[src/rtl/ltrs_pkg.sv]
// Shared widths, codes and controller/datapath interface types for the R squared block.
package ltrs_pkg;

  localparam int unsigned SAMPLE_W = 24;
  localparam int unsigned MAX_LEN  = 1024;
  localparam int unsigned CNT_W    = $clog2(MAX_LEN + 1);
  localparam int unsigned IDX_W    = $clog2(MAX_LEN);
  localparam int unsigned SUM_W    = SAMPLE_W + CNT_W;
  localparam int unsigned SQ_W     = 2 * SAMPLE_W;
  localparam int unsigned SSQ_W    = SQ_W + CNT_W;
  localparam int unsigned KY_W     = SAMPLE_W + IDX_W + 1;
  localparam int unsigned SKY_W    = SAMPLE_W + IDX_W + CNT_W;
  localparam int unsigned VAR_W    = SSQ_W + CNT_W;
  localparam int unsigned N2_W     = 2 * CNT_W;
  localparam int unsigned A_W      = SKY_W + 2;
  localparam int unsigned MB_W     = A_W - 1;
  localparam int unsigned FRAC_W   = 16;
  localparam int unsigned R_W      = FRAC_W + 1;
  localparam int unsigned QB       = FRAC_W + 2;
  localparam int unsigned QCNT_W   = $clog2(QB);
  localparam int unsigned WORK_W   = 2 * MB_W + 2 + FRAC_W;

  localparam logic [R_W-1:0] R_ONE = R_W'(1) << FRAC_W;

  typedef enum logic [1:0] {
    ST_OK   = 2'd0,
    ST_FEW  = 2'd1,
    ST_FLAT = 2'd2,
    ST_OVF  = 2'd3
  } status_e;

  // Multiply steps of the end-of-series sequence
  typedef enum logic [2:0] {
    OP_NSYY = 3'd0,  // n * Syy
    OP_SYSQ = 3'd1,  // Sy * Sy, gives variance term
    OP_N2   = 3'd2,  // n * n
    OP_DEN  = 3'd3,  // (n^2-1) * var
    OP_NSY  = 3'd4,  // (n-1) * |Sy|, gives a
    OP_A2   = 3'd5   // a * a, gives numerator
  } op_e;

  typedef struct packed {
    logic take;
    logic mul_start;
    logic mul_step;
    logic cap;
    op_e  op;
    logic div_step;
    logic out_load;
  } cmd_t;

  typedef struct packed {
    logic mul_done;
    logic var_zero;
    logic div_last;
    logic ovf;
    logic few;
    logic out_busy;
  } stat_t;

endpackage

[src/rtl/ltrs_ctrl.sv]
// Sequencer for accumulation, the end-of-series multiply chain, division and result load.
module ltrs_ctrl (
  input  logic           clk_i,
  input  logic           rst_ni,
  input  logic           in_valid_i,
  input  logic           last_i,
  output logic           in_ready_o,
  input  logic           out_ready_i,
  input  ltrs_pkg::stat_t stat_i,
  output ltrs_pkg::cmd_t  cmd_o
);
  import ltrs_pkg::*;

  localparam logic [2:0] S_ACC    = 3'd0;
  localparam logic [2:0] S_SETTLE = 3'd1;
  localparam logic [2:0] S_START  = 3'd2;
  localparam logic [2:0] S_RUN    = 3'd3;
  localparam logic [2:0] S_CHKVAR = 3'd4;
  localparam logic [2:0] S_DIV    = 3'd5;
  localparam logic [2:0] S_OUT    = 3'd6;

  logic [2:0] state_q, state_d;
  op_e        op_q, op_d;

  always_comb begin
    state_d    = state_q;
    op_d       = op_q;
    cmd_o      = '0;
    cmd_o.op   = op_q;
    in_ready_o = 1'b0;
    unique case (state_q)
      S_ACC: begin
        in_ready_o = 1'b1;
        cmd_o.take = in_valid_i;
        if (in_valid_i && last_i) state_d = S_SETTLE;
      end
      S_SETTLE: begin
        // last sample lands in the sums during this cycle
        if (stat_i.ovf || stat_i.few) begin
          state_d = S_OUT;
        end else begin
          op_d    = OP_NSYY;
          state_d = S_START;
        end
      end
      S_START: begin
        cmd_o.mul_start = 1'b1;
        state_d         = S_RUN;
      end
      S_RUN: begin
        if (!stat_i.mul_done) begin
          cmd_o.mul_step = 1'b1;
        end else begin
          cmd_o.cap = 1'b1;
          case (op_q)
            OP_NSYY: begin op_d = OP_SYSQ; state_d = S_START; end
            OP_SYSQ: state_d = S_CHKVAR;
            OP_N2:   begin op_d = OP_DEN;  state_d = S_START; end
            OP_DEN:  begin op_d = OP_NSY;  state_d = S_START; end
            OP_NSY:  begin op_d = OP_A2;   state_d = S_START; end
            OP_A2:   state_d = S_DIV;
            default: state_d = S_OUT;
          endcase
        end
      end
      S_CHKVAR: begin
        if (stat_i.var_zero) begin
          state_d = S_OUT;
        end else begin
          op_d    = OP_N2;
          state_d = S_START;
        end
      end
      S_DIV: begin
        cmd_o.div_step = 1'b1;
        if (stat_i.div_last) state_d = S_OUT;
      end
      S_OUT: begin
        if (!stat_i.out_busy || out_ready_i) begin
          cmd_o.out_load = 1'b1;
          state_d        = S_ACC;
        end
      end
      default: state_d = S_ACC;
    endcase
  end

  always_ff @(posedge clk_i or negedge rst_ni) begin
    if (!rst_ni) begin
      state_q <= S_ACC;
      op_q    <= OP_NSYY;
    end else begin
      state_q <= state_d;
      op_q    <= op_d;
    end
  end

endmodule

[config.mk]
export PLATFORM = sky130hd
export DESIGN_NAME = ltrs_ctrl
export DESIGN_NICKNAME = d
export VERILOG_FILES = /design/src/rtl/ltrs_pkg.sv /design/src/rtl/ltrs_ctrl.sv
export SDC_FILE = /design/constraint.sdc
export NUM_CORES = 1
export LEC_CHECK = 0
export BUFFER_PORTS_ARGS = -buffer_cell sky130_fd_sc_hd__buf_2
export CORE_AREA = 2 2 46 48
export DETAILED_ROUTE_END_ITERATION = 7
export DIE_AREA = 0 0 48 50
export GPL_ROUTABILITY_DRIVEN = 0
export PLACE_DENSITY_LB_ADDON = 0.2
export SETUP_SLACK_MARGIN = 0.5
export SLEW_MARGIN = 5
export SYNTH_ARGS = -nofsm -noshare
export SYNTH_HDL_FRONTEND = slang
export SYNTH_SLANG_ARGS = --single-unit
[constraint.sdc]
create_clock -name clk_i -period 2.4 [get_ports clk_i]
set_input_delay 0.12 -clock clk_i [delete_from_list [all_inputs] [get_ports clk_i]]
set_output_delay 0.12 -clock clk_i [all_outputs]
set_load 0.02 [all_outputs]
# == Yosys cells after proc, flatten, opt, wreduce, memory -nomap -nowiden ==
# Index checks and enable logic that the tools add are counted.
# classes
eq_ne,18
mux,22
reduce_logical,10
# op_table
cell,count
$mux W3,9
$pmux W3 S7,1
$pmux W3 S3,2
$eq A3 B3 Y1 const B,5
$eq A3 B2 Y1 const B,4
$ne A2 B2 Y1 const B,6
$pmux W3 S4,1
$mux W1,8
$eq A3 B1 Y1 const B,2
$logic_not A3 Y1,2
$ne A5 B5 Y1 const B,1
$reduce_and A5 Y1,1
$reduce_and A4 Y1,1
$reduce_or A4 Y1,1
$reduce_bool A3 Y1,1
$logic_or A1 B1 Y1,2
$mux W2,1
$logic_and A1 B1 Y1,1
$logic_not A1 Y1,1
# totals
reg_bits,6
in_bits,11

# == Longest topological paths before layout ==
# logic_depth
word_depth,5
mapped_depth,6

# == Least setup slack after synthesis ==
# Ideal clock, no wire load.
# synth_timing
path_kind,register to output
from,register state_q[1]
to,output cmd_o[8] (netlist bit)
path_stages_with_launch,5
n_path_buf,2
required_time_ns,2.280
arrival_time_ns,1.529
path_slack_ns,0.751
path_cell_list,dfrtp_1 -> buf_2 -> buf_2 -> nor3_1 -> and2_1
# synth_lines
element,line,text
"start, declared",ltrs_ctrl.sv:22,"logic [2:0] state_q, state_d;"
"start signal, assigned",ltrs_ctrl.sv:93,state_q <= state_d;
"end, declared",ltrs_ctrl.sv:10,output ltrs_pkg::cmd_t cmd_o

==> impl_metrics.toml <==
[global_route]
grt_pass1_wl_um = 1800
overflow = 0
antenna_found_initial = 0
grt.total_usage_pct = 10.9
grt_max_degree = 17
grt_pass1_vias = 417

[setup_path]
worst-path-buf-inv = 2
cp.required_ps = 2280
cp_cell_sequence = "inv_2 > or2_1 > nor2_1 > buf_2"
critPathCaptureType = "primary output"
arrival_ps = 1620
worstSetupStartpointType = "register"
path_depth = 4
path_delay_family = "flip-flops"
worstPathMaxFanout = 16
r2r_cells = 4
critPathSlowestCell = "dfrtp_1"
crit_type = "reg -> out"
critPathMaxStageDelay_ps = 650

[layout]
nNetsFinal = 96
num-fill-cells = 203
drive_gt1_share_pct = 36.1
layout_common_cells = "20 x buf_2, 6 x dfrtp_1, 5 x inv_1, 5 x nor2_1, 5 x a21oi_1"
layout_commonest_cell = "buf_2"
utilization_pct = 34.8
area_delta_synth_final_pct = 25.1
num_antenna_cells = 0

[drt]
wirelength_um = 1160
dr.pass1.iters = 4
drtAntennaViolNets = 0
drc = 0
drt_iter0_drc = 3
wl_per_cell_um = 10.6
vias = 528
vias_per_cell = 4.80

[clocking]
postCtsHoldBufs = 1
clock-sinks = 6
cts.reportedPaths.clkPinSlew_ps = 40
cts_max_path_buffers = 2
cts_tree = "yes"
cts_resized = 0
htreeDepth = 1
post_cts_buffers = 0
clock_latency_ps = 240
numCtsBuffers = 3
clockRootBuffer = "clkbuf_4"

[power_and_ir_drop]
p_total_uw = 902
leakagePower_nw = 0.311
peakVddDrop_mv = 0.414
powerDensity_nw_per_um2 = 1360

[floorplan]
dieArea_um2 = 2400
die_w_um = 48
core_um2 = 1900
rows = 16
die_h_um = 50
start_util_pct = 27.8
boundaryPins = 21

[synth]
ys.flop_type = "dfrtp_1"
synth_warnings = 0
synth_edf_count = 0
synth_area_leaders = "dfrtp_1 28%, a21oi_1 4.7%, a22oi_1 4.3%"
syn_area_um2 = 529
seq_area_frac_synth_pct = 28.4
async_flop_share_pct = 100
synth_nets = 75
synthCells = 64
synth.distinct_cells = 33
postSynthAreaPerCell_um2 = 8.27
synth-seq-cells = 6
synth_top_cell_area_share_pct = 28.4
synth_top_area_cell = "dfrtp_1"

[timing]
rsz0062_at_grt = "false"
finalSetupTns_ps = 0
slew_headroom_pct = 65.9
setup_viol = 0
hold_viol = 0
tightestPinTransition_ps = 512
hold_slack_ps = 236
fmax_ghz = 0.573
maxSlewViolCount = 0
finClkSkew_ps = 3.38
fin_crit_ps = 1740
fin_crit_sh_pct = 72.7

[placement]
hpwlAfterDp_um = 935
io_buffers = 20

[min_path]
worstHoldPathType = "in -> async"

[run]
drv_cap = 0

[status]
status = "finished, final reports clean"
==> worst register-to-register path, cell delays in order, from the launching register on <==
cell     delay, ps
dfrtp_1        500
nor2b_2        240
a22o_1         260
a21oi_1        200
mux2_1         340
==> synth_stat cells, types with 2 or more instances <==
cell and instances:
nand3_1 2, inv_1 5, a22oi_1 3, nand3b_1 2
o221ai_1 2, a21oi_1 5, buf_2 3, nor2b_1 2
a22o_1 2, nor3_1 2, nand2_1 2, o21ai_0 4
nor2_1 5, dfrtp_1 6
==> path summary, 6_finish.rpt <==
| kind | from | end | slack [ps] |
|---|---|---|---|
| worst min-delay path | rst_ni | state_q[2]$_DFFE_PN0P_ | 240 |
| min in group clk_i | stat_i[3] | state_q[0]$_DFFE_PN0P_ | 310 |
| worst max-delay path | state_q[1]$_DFFE_PN0P_ | cmd_o[5] | 660 |
| worst min register to register | op_q[2]$_DFFE_PN0P_ | op_q[2]$_DFFE_PN0P_ | 610 |
| worst max register to register | state_q[2]$_DFFE_PN0P_ | state_q[2]$_DFFE_PN0P_ | 730 |
| max in group asynchronous | rst_ni | op_q[1]$_DFFE_PN0P_ | 2020 |
==> power by group <==
group / switching [mW] / internal [mW] / total, mW
sequential: 0.122 / 0.150 / 0.272
combinational: 0.296 / 0.246 / 0.543
clock: 0.0312 / 0.0562 / 0.0875
==> cell type report <==
type                    count  area (um^2)  share of cell area (%)
flip-flops and latches      6          150                    22.7
clock buffers               3         22.5                    3.40
multi-input cells          47          323                    48.8
well taps                  27         33.8                    5.10
repair buffers             21          110                    16.6
inverters                   6         22.5                    3.40
==> cell families after synthesis <==
kind of cell | share of synthesized area, %
flops | 28.4
mux | 2.13
buf+inv | 10.6
simple gates | 22.2
compound gates | 35.0
xor+xnor | 1.66
==> metrics by stage <==
stage / std cells / area, um^2 / worst slack [ps]
after detailed placement: 106 / 629 / 742
final: 110 / 662 / 656
after global placement: 106 / 629 / 774
after CTS: 110 / 662 / 648
after global routing: 110 / 662 / 536
after floorplan: 64 / 529 / 751
==> per-layer routing <==
metal  global-route usage, %  wire, um
met1                    14.1       550
met4                    6.76        10
met5                       0         0
met3                    3.30        48
met2                    15.1       552
==> registers in the layout (all words and copies together), names as in the netlist <==
signal and count:
state_q 3, op_q 3
Note: power is estimated with default switching activity, not from simulation.
