<file path="config.mk">
export PLATFORM = sky130hd
export DESIGN_NAME = ltrs_dp
export DESIGN_NICKNAME = d
export VERILOG_FILES = /design/src/rtl/ltrs_pkg.sv /design/src/rtl/ltrs_dp.sv
export SDC_FILE = /design/constraint.sdc
export NUM_CORES = 2
export LEC_CHECK = 0
export ABC_AREA = 0
export BUFFER_PORTS_ARGS = -buffer_cell sky130_fd_sc_hd__buf_2
export CAP_MARGIN = 15
export CORE_MARGIN = 5
export CORE_UTILIZATION = 50
export DETAILED_ROUTE_END_ITERATION = 10
export GPL_ROUTABILITY_DRIVEN = 0
export PLACE_DENSITY = 0.71
export SLEW_MARGIN = 20
export SYNTH_ARGS = -nofsm -noshare
export SYNTH_HDL_FRONTEND = slang
export SYNTH_SLANG_ARGS = --single-unit
</file>
<file path="constraint.sdc">
create_clock -name clk_i -period 32.2 [get_ports clk_i]
set_input_delay 1.61 -clock clk_i [delete_from_list [all_inputs] [get_ports clk_i]]
set_output_delay 1.61 -clock clk_i [all_outputs]
set_load 0.03 [all_outputs]
</file>
<file path="src/rtl/ltrs_pkg.sv">
// Shared widths, codes and controller/datapath interface types for the R squared block.
package ltrs_pkg;

  localparam int unsigned SAMPLE_W = 24;
  localparam int unsigned MAX_LEN  = 1024;
  localparam int unsigned CNT_W    = $clog2(MAX_LEN + 1);
  localparam int unsigned IDX_W    = $clog2(MAX_LEN);
  localparam int unsigned SUM_W    = SAMPLE_W + CNT_W;
  localparam int unsigned SQ_W     = 2 * SAMPLE_W;
  localparam int unsigned SSQ_W    = SQ_W + CNT_W;
  localparam int unsigned KY_W     = SAMPLE_W + IDX_W + 1;
  localparam int unsigned SKY_W    = SAMPLE_W + IDX_W + CNT_W;
  localparam int unsigned VAR_W    = SSQ_W + CNT_W;
  localparam int unsigned N2_W     = 2 * CNT_W;
  localparam int unsigned A_W      = SKY_W + 2;
  localparam int unsigned MB_W     = A_W - 1;
  localparam int unsigned FRAC_W   = 16;
  localparam int unsigned R_W      = FRAC_W + 1;
  localparam int unsigned QB       = FRAC_W + 2;
  localparam int unsigned QCNT_W   = $clog2(QB);
  localparam int unsigned WORK_W   = 2 * MB_W + 2 + FRAC_W;

  localparam logic [R_W-1:0] R_ONE = R_W'(1) << FRAC_W;

  typedef enum logic [1:0] {
    ST_OK   = 2'd0,
    ST_FEW  = 2'd1,
    ST_FLAT = 2'd2,
    ST_OVF  = 2'd3
  } status_e;

  // Multiply steps of the end-of-series sequence
  typedef enum logic [2:0] {
    OP_NSYY = 3'd0,  // n * Syy
    OP_SYSQ = 3'd1,  // Sy * Sy, gives variance term
    OP_N2   = 3'd2,  // n * n
    OP_DEN  = 3'd3,  // (n^2-1) * var
    OP_NSY  = 3'd4,  // (n-1) * |Sy|, gives a
    OP_A2   = 3'd5   // a * a, gives numerator
  } op_e;

  typedef struct packed {
    logic take;
    logic mul_start;
    logic mul_step;
    logic cap;
    op_e  op;
    logic div_step;
    logic out_load;
  } cmd_t;

  typedef struct packed {
    logic mul_done;
    logic var_zero;
    logic div_last;
    logic ovf;
    logic few;
    logic out_busy;
  } stat_t;

endpackage

</file>
<file path="src/rtl/ltrs_dp.sv">
// Datapath: running sums, shift-add multiplier, restoring divider and result register.
module ltrs_dp (
  input  logic                                  clk_i,
  input  logic                                  rst_ni,
  input  logic signed [ltrs_pkg::SAMPLE_W-1:0]  sample_i,
  input  logic                                  sample_valid_i,
  input  logic                                  out_ready_i,
  input  ltrs_pkg::cmd_t                        cmd_i,
  output ltrs_pkg::stat_t                       stat_o,
  output logic                                  out_valid_o,
  output logic        [ltrs_pkg::R_W-1:0]       r_squared_o,
  output logic        [1:0]                     status_o
);
  import ltrs_pkg::*;

  // accumulation
  logic        [CNT_W-1:0]  count_q;
  logic                     ovf_q;
  logic                     pipe_vld_q;
  logic signed [SAMPLE_W-1:0] y_q;
  logic        [SQ_W-1:0]   sq_q;
  logic signed [KY_W-1:0]   ky_q;
  logic signed [SUM_W-1:0]  sum_y_q;
  logic        [SSQ_W-1:0]  sum_sq_q;
  logic signed [SKY_W-1:0]  sum_ky_q;
  logic signed [SQ_W-1:0]   sq_s;
  logic signed [KY_W-1:0]   ky_s;
  logic                     room;

  assign room = count_q < CNT_W'(MAX_LEN);
  assign sq_s = sample_i * sample_i;
  assign ky_s = $signed({1'b0, count_q[IDX_W-1:0]}) * sample_i;

  always_ff @(posedge clk_i or negedge rst_ni) begin
    if (!rst_ni) begin
      count_q    <= '0;
      ovf_q      <= 1'b0;
      pipe_vld_q <= 1'b0;
      sum_y_q    <= '0;
      sum_sq_q   <= '0;
      sum_ky_q   <= '0;
    end else begin
      pipe_vld_q <= cmd_i.take && sample_valid_i && room;
      if (cmd_i.out_load) begin
        count_q  <= '0;
        ovf_q    <= 1'b0;
        sum_y_q  <= '0;
        sum_sq_q <= '0;
        sum_ky_q <= '0;
      end else begin
        if (cmd_i.take && sample_valid_i) begin
          if (room) count_q <= count_q + CNT_W'(1);
          else      ovf_q   <= 1'b1;
        end
        if (pipe_vld_q) begin
          sum_y_q  <= sum_y_q + SUM_W'(y_q);
          sum_sq_q <= sum_sq_q + SSQ_W'(sq_q);
          sum_ky_q <= sum_ky_q + SKY_W'(ky_q);
        end
      end
    end
  end

  always_ff @(posedge clk_i) begin
    if (cmd_i.take) begin
      y_q  <= sample_i;
      sq_q <= SQ_W'(unsigned'(sq_s));
      ky_q <= ky_s;
    end
  end

  // shared shift-add multiplier
  logic [WORK_W-1:0] p_q, a_q;
  logic [MB_W-1:0]   b_q;
  logic [WORK_W-1:0] op_a;
  logic [MB_W-1:0]   op_b;
  logic [SUM_W-1:0]  abs_sy;
  logic [MB_W-1:0]   abs_a;
  logic [VAR_W-1:0]  t_q, var_q;
  logic [N2_W-1:0]   n2m1_q;
  logic signed [A_W-1:0] lin_q;
  logic signed [A_W-1:0] two_sky, nsy_s, lin_d, lin_abs;

  assign abs_sy  = sum_y_q[SUM_W-1] ? SUM_W'(-sum_y_q) : SUM_W'(sum_y_q);
  assign lin_abs = lin_q[A_W-1] ? -lin_q : lin_q;
  assign abs_a   = lin_abs[MB_W-1:0];
  assign two_sky = A_W'(sum_ky_q) <<< 1;
  assign nsy_s   = sum_y_q[SUM_W-1] ? -$signed(p_q[A_W-1:0]) : $signed(p_q[A_W-1:0]);
  assign lin_d   = two_sky - nsy_s;

  always_comb begin
    op_a = '0;
    op_b = '0;
    case (cmd_i.op)
      OP_NSYY: begin op_a = WORK_W'(sum_sq_q); op_b = MB_W'(count_q);  end
      OP_SYSQ: begin op_a = WORK_W'(abs_sy);   op_b = MB_W'(abs_sy);   end
      OP_N2:   begin op_a = WORK_W'(count_q);  op_b = MB_W'(count_q);  end
      OP_DEN:  begin op_a = WORK_W'(var_q);    op_b = MB_W'(n2m1_q);   end
      OP_NSY:  begin op_a = WORK_W'(abs_sy);   op_b = MB_W'(count_q - CNT_W'(1)); end
      OP_A2:   begin op_a = WORK_W'(abs_a);    op_b = abs_a;           end
      default: begin op_a = '0;                op_b = '0;              end
    endcase
  end

  always_ff @(posedge clk_i) begin
    if (cmd_i.mul_start) begin
      p_q <= '0;
      a_q <= op_a;
      b_q <= op_b;
    end else if (cmd_i.mul_step) begin
      if (b_q[0]) p_q <= p_q + a_q;
      a_q <= a_q << 1;
      b_q <= b_q >> 1;
    end
  end

  // restoring divider, remainder starts as the numerator
  logic [WORK_W-1:0] rem_q, dsh_q;
  logic [QB-1:0]     q_q;
  logic [QCNT_W-1:0] dcnt_q;

  always_ff @(posedge clk_i) begin
    if (cmd_i.cap) begin
      case (cmd_i.op)
        OP_NSYY: t_q    <= p_q[VAR_W-1:0];
        OP_SYSQ: var_q  <= t_q - p_q[VAR_W-1:0];
        OP_N2:   n2m1_q <= p_q[N2_W-1:0] - N2_W'(1);
        OP_DEN:  dsh_q  <= p_q << (FRAC_W + 1);
        OP_NSY:  lin_q  <= lin_d;
        OP_A2: begin
          rem_q  <= (p_q + (p_q << 1)) << FRAC_W;
          q_q    <= '0;
          dcnt_q <= QCNT_W'(QB - 1);
        end
        default: t_q <= t_q;
      endcase
    end else if (cmd_i.div_step) begin
      if (rem_q >= dsh_q) begin
        rem_q <= rem_q - dsh_q;
        q_q   <= {q_q[QB-2:0], 1'b1};
      end else begin
        q_q   <= {q_q[QB-2:0], 1'b0};
      end
      dsh_q  <= dsh_q >> 1;
      dcnt_q <= dcnt_q - QCNT_W'(1);
    end
  end

  // result register
  logic             out_valid_q;
  logic [R_W-1:0]   r_q;
  status_e          st_q, st_d;
  logic [R_W-1:0]   r_sat;

  assign r_sat = (q_q > QB'(R_ONE)) ? R_ONE : q_q[R_W-1:0];

  always_comb begin
    if (ovf_q)                st_d = ST_OVF;
    else if (count_q < CNT_W'(2)) st_d = ST_FEW;
    else if (var_q == '0)     st_d = ST_FLAT;
    else                      st_d = ST_OK;
  end

  always_ff @(posedge clk_i or negedge rst_ni) begin
    if (!rst_ni) begin
      out_valid_q <= 1'b0;
    end else if (cmd_i.out_load) begin
      out_valid_q <= 1'b1;
    end else if (out_ready_i) begin
      out_valid_q <= 1'b0;
    end
  end

  always_ff @(posedge clk_i) begin
    if (cmd_i.out_load) begin
      st_q <= st_d;
      r_q  <= (st_d == ST_OK) ? r_sat : '0;
    end
  end

  assign stat_o.mul_done = (b_q == '0);
  assign stat_o.var_zero = (var_q == '0);
  assign stat_o.div_last = (dcnt_q == '0);
  assign stat_o.ovf      = ovf_q;
  assign stat_o.few      = count_q < CNT_W'(2);
  assign stat_o.out_busy = out_valid_q;

  assign out_valid_o = out_valid_q;
  assign r_squared_o = r_q;
  assign status_o    = st_q;

endmodule
</file>
# [Yosys cells after proc, flatten, opt, wreduce, memory -nomap -nowiden]
# Index checks and enable logic that the tools add are counted.
[classes] n_addsub=15 n_mul=2 magnitude_cmp=4 eq_ne=8 muxes=41 bitwise=1 n_reduce_logical=27
[ops] op="$mux W110" n=9
[ops] op="$pmux W70 S5" n=1
[ops] op="$pmux W46 S5" n=1
[ops] op="$mux W46" n=3
[ops] op="$mux W59" n=2
[ops] op="$add A110 B110 Y110" n=1
[ops] op="$ge A110 B110 Y1" n=1
[ops] op="$sub A110 B110 Y110" n=1
[ops] op="$mux W35" n=3
[ops] op="$add A94 B94 Y94" n=1
[ops] op="$mux W45" n=2
[ops] op="$logic_not A70 Y1" n=1
[ops] op="$sub A70 B70 Y70" n=1
[ops] op="$add A59 B48 Y59" n=1
[ops] op="$mux W18" n=3
[ops] op="$mul A24 B24 Y48" n=1
[ops] op="$mux W47" n=1
[ops] op="$neg A47 Y47" n=1
[ops] op="$sub A46 B47 Y47" n=1
[ops] op="$logic_not A46 Y1" n=1
[ops] op="$neg A46 Y46" n=1
[ops] op="$add A45 B35 Y45" n=1
[ops] op="$add A35 B24 Y35" n=1
[ops] op="$mul A11 B24 Y35" n=1
[ops] op="other kinds (27)" n=58
[word_totals] reg_bits=997 input_bits=37 output_inout_bits=26 word_cells=122

# [Depth between registers and ports, before layout]
[depth] ltp_word=7 mapped_depth=31 ltp_nobuf=30

# [Worst setup path after synthesis]
# No wires, ideal clock.
[synth_timing] kind="reg2reg" from="reg rem_q[37]" to="reg rem_q[0], enable pin" setup_ns=0.731 arrival_time_ns=10.554 t_required_ns=31.469 slack_ns=20.915 path_stages_with_launch=15 n_path_buf=1 synth_period_minus_slack_ns=11.285 cell_sequence="edfxtp_1 ha_1 clkbuf_1 nand4_1 or3_1 nor3_1 nand4_1 a31oi_1 o21ai_0 a21oi_1 o211ai_1 a21oi_1 o211ai_1 and3_1 o21ai_0"
[synth_between] elab_chain_len=3
[synth_lines] element="start, declared" line_no="ltrs_dp.sv:118" source="logic [WORK_W-1:0] rem_q, dsh_q;"
[synth_lines] element="start signal, assigned" line_no="ltrs_dp.sv:131" source="rem_q <= (p_q + (p_q << 1)) << FRAC_W;"
[synth_lines] element="start signal, assigned" line_no="ltrs_dp.sv:139" source="rem_q <= rem_q - dsh_q;"
[synth_lines] element="$ge A110 B110 Y1" line_no="ltrs_dp.sv:138" source="if (rem_q >= dsh_q) begin"
[synth_lines] element="$reduce_bool A2 Y1 (no line)"
[synth_lines] element="$reduce_and A3 Y1 (no line)"
# No other way between the ends.
# A chain may end at the register's enable or synchronous reset.

# [Final worst setup path]
[layout_timing] from="in sample_i[8] in the netlist's numbering" to="reg sq_q[47] (data pin)"
[layout_between] elab_chain_len=1
[layout_lines] element="start, declared" line_no="ltrs_dp.sv:5" source="input logic signed [ltrs_pkg::SAMPLE_W-1:0] sample_i,"
[layout_lines] element="$mul A24 B24 Y48" line_no="ltrs_dp.sv:31" source="assign sq_s = sample_i * sample_i;"
[layout_lines] element="named net sq_s[47]" line_no="ltrs_dp.sv:26" source="logic signed [SQ_W-1:0] sq_s;"
[layout_lines] element="end signal, assigned" line_no="ltrs_dp.sv:67" source="sq_q <= SQ_W'(unsigned'(sq_s));"
[layout_lines] element="end, declared" line_no="ltrs_dp.sv:21" source="logic [SQ_W-1:0] sq_q;"
# The timed path passes the listed nets, and every way through them passes these cells.

==> results.json <==
{
  "power.density_nw_per_um2": 107.2,
  "grt_pass1_vias": 80131,
  "overflow": 0,
  "cpMostUsedCell": "inv_1",
  "yosys_warnings": 0,
  "cp_slowest_cell": "buf_2",
  "drc": 0,
  "rsz0062_at_grt": "no",
  "period_share": 0.2828,
  "met3_wirelength_um": 21440,
  "drv_cap": 0,
  "finClkSkew_ps": 41.87,
  "cts_tree": "yes",
  "instances_no_fill": 13393,
  "max_freq_mhz": 109.8,
  "crit_buf_inv": 9,
  "die_area_um2": 205500,
  "p_leak_uw": 0.04614,
  "htree_levels": 3,
  "clock_latency_ps": 760,
  "final_layout_size_suffix_gt1_frac": 0.03632,
  "ys_types": 91,
  "drtIter0Drc": 8724,
  "die_y_um": 453.3,
  "slew_viol_final": 0,
  "cp_data_arrival_time_ps": 9580,
  "std_cell_rows": 162,
  "ys_top_cells_by_area": "edfxtp_1 (22%), fa_1 (16%), ha_1 (10%)",
  "crit_type": "in2reg",
  "num_vias": 80205,
  "fin_nets": 12291,
  "finalHoldWorstSlack_ps": 539.4,
  "grt_max_degree": 134,
  "drtAntennaViolNets": 0,
  "cts_root_buffer": "clkbuf_16",
  "synthFlopType": "edfxtp_1",
  "crit_family": "adder cells",
  "dp_hpwl_um": 212200,
  "final_util": 0.5342,
  "cts_resized": 0,
  "status": "finished, final reports clean",
  "dr.pass1.iters": 9,
  "peakVddDrop_uv": 266.1,
  "syn-cell-area_um2": 98270,
  "final_common_cell": "inv_1",
  "syn_area_per_cell_um2": 9.005,
  "top_layer_used": "met4",
  "wl_met1_um": 115400,
  "worst_slew_pin_slew_ps": 1248,
  "slowest_delay_ps": 680,
  "grt_pass1_wl_um": 435400,
  "mostFrequentLayoutCells": "inv_1 (1,297), nand2_1 (1,114), a21oi_1 (843)",
  "clock_path_buffers": 3,
  "core_area_um2": 195200,
  "io_pins": 63,
  "netlist_instances": 10913,
  "finalWorstSetupSlack_ps": 23090,
  "synth_top_area_share": 0.2188,
  "cts.clk_slew.worst_paths_ps": 60,
  "ys_ff_latch": 963,
  "slew_headroom": 0.1604,
  "cts_setup_buffers": 0,
  "hp-class": "reg2reg",
  "cts_hold_buf": 0,
  "dp.cells": 13190,
  "startpoint_type": "primary input",
  "cts_made_buffers": 107,
  "fin_tns_setup_ps": 0,
  "setup_viol": 0,
  "syn_nets": 12529,
  "met2_length_um": 126200,
  "hold_viol_final": 0,
  "finalWirelength_um": 274900,
  "die_x_um": 453.3,
  "portBuffers": 62,
  "ys_seq_area_frac": 0.2769,
  "crit_path_max_fanout": 32,
  "start_util": 0.5035,
  "synth_area_leader_cell": "edfxtp_1",
  "avgViaCountPerCell": 5.989,
  "required_ps": 32680,
  "endpoint_kind": "flip-flop",
  "place_ws_ps": 22420,
  "antenna_found_initial": 4,
  "async_reset_ff_frac": 0.1589,
  "areaGrowthSynthToFinish_pct": 6.104,
  "synth_edf_count": 716,
  "post-route-min-period_ps": 9106,
  "wire_per_inst_um": 20.53,
  "groute.usage.overall": 0.2627,
  "clock-sinks": 963
}
==> registers in the layout, indices dropped and copies added (netlist names), 22 cells and up <==
name      flops
sum_sq_q     59
ky_q         35
b_q          46
y_q          24
dsh_q       110
sum_y_q      35
a_q          94
lin_q        47
rem_q       110
sq_q         46
n2m1_q       22
var_q        70
t_q          70
sum_ky_q     45
p_q          94
==> per-layer routing <==
metal,global-route usage,vias to the layer above
met3,0.03070,676
li1,-,37088
met1,0.3564,38884
met5,0,-
met2,0.4327,3557
met4,0.1014,0
==> final cells by class <==
type                    count  area [µm²]
inverters                1300        4881
clock inverters            62       656.9
fillers                 17137       90920
diodes                      3       7.507
well taps                2624        3283
multi-input cells        8167       64440
clock buffers             138        2887
flip-flops and latches    963       27220
repair buffers            136       905.9
==> report_power, final <==
group          total [µW]  switching (µW)  internal (µW)
logic                7920            4670           3250
registers            1990             133           1860
clock network        1270             543            722
==> Yosys cell counts, types with 76 or more instances <==
cell	count
o21a_1	80
nand2_1	1118
dfxtp_1	94
ha_1	806
clkbuf_1	439
and2_1	273
nand2b_1	79
o21ai_0	643
fa_1	773
nand4_1	152
edfxtp_1	716
a211oi_1	78
mux2i_1	93
nand3_1	138
xor2_1	263
nor2_1	716
xnor2_1	456
a31oi_1	76
dfrtp_1	153
a21o_1	336
inv_1	1298
nor3_1	123
a21oi_1	844
o21bai_1	130
nor2b_1	148
==> tightest hold or removal path, delay by kind of cell, from the launching register on <==
| kind | cells | cell delay (ps) |
|---|---|---|
| flops | 1 | 390 |
| compound gates | 1 | 60 |
| simple gates | 1 | 60 |
==> per-stage QoR <==
stage	total power, µW	instance area [µm²]
2_1_floorplan	7910	98270
6_report	11180	104300
5_1_grt	12290	104300
4_1_cts	11150	104300
3_3_place_gp	9592	100700
3_5_place_dp	9840	100700
==> worst paths after layout <==
| check | start | end | slack (ps) | cells after the start |
|---|---|---|---|---|
| hold / removal | sum_ky_q[41]$_DFFE_PN0P_ | sum_ky_q[41]$_DFFE_PN0P_ | 540 | 2 |
| setup / recovery | sample_i[8] | sq_q[47]$_DFFE_PP_ | 23090 | 29 |
| min in group asynchronous | rst_ni | sum_sq_q[4]$_DFFE_PN0P_ | 820 | 1 |
| hold reg to reg | sum_ky_q[41]$_DFFE_PN0P_ | sum_ky_q[41]$_DFFE_PN0P_ | 540 | 2 |
| setup reg to reg | count_q[3]$_DFFE_PN0P_ | ky_q[26]$_DFFE_PP_ | 24970 | 23 |
| max in group asynchronous | rst_ni | sum_y_q[34]$_DFFE_PN0P_ | 29490 | 3 |
==> logic make-up after synthesis <==
group	Yosys count	synth area share
buffers and inverters	1783	0.06829
adder cells (fa/ha/maj)	1579	0.2601
XOR/XNOR	720	0.06424
flip-flops	963	0.2769
AND/OR/NAND/NOR	3048	0.1460
multiplexers	104	0.01073
AO/OA/AOI/OAI	2716	0.1737
No activity file was read; power rests on OpenSTA's default activity.
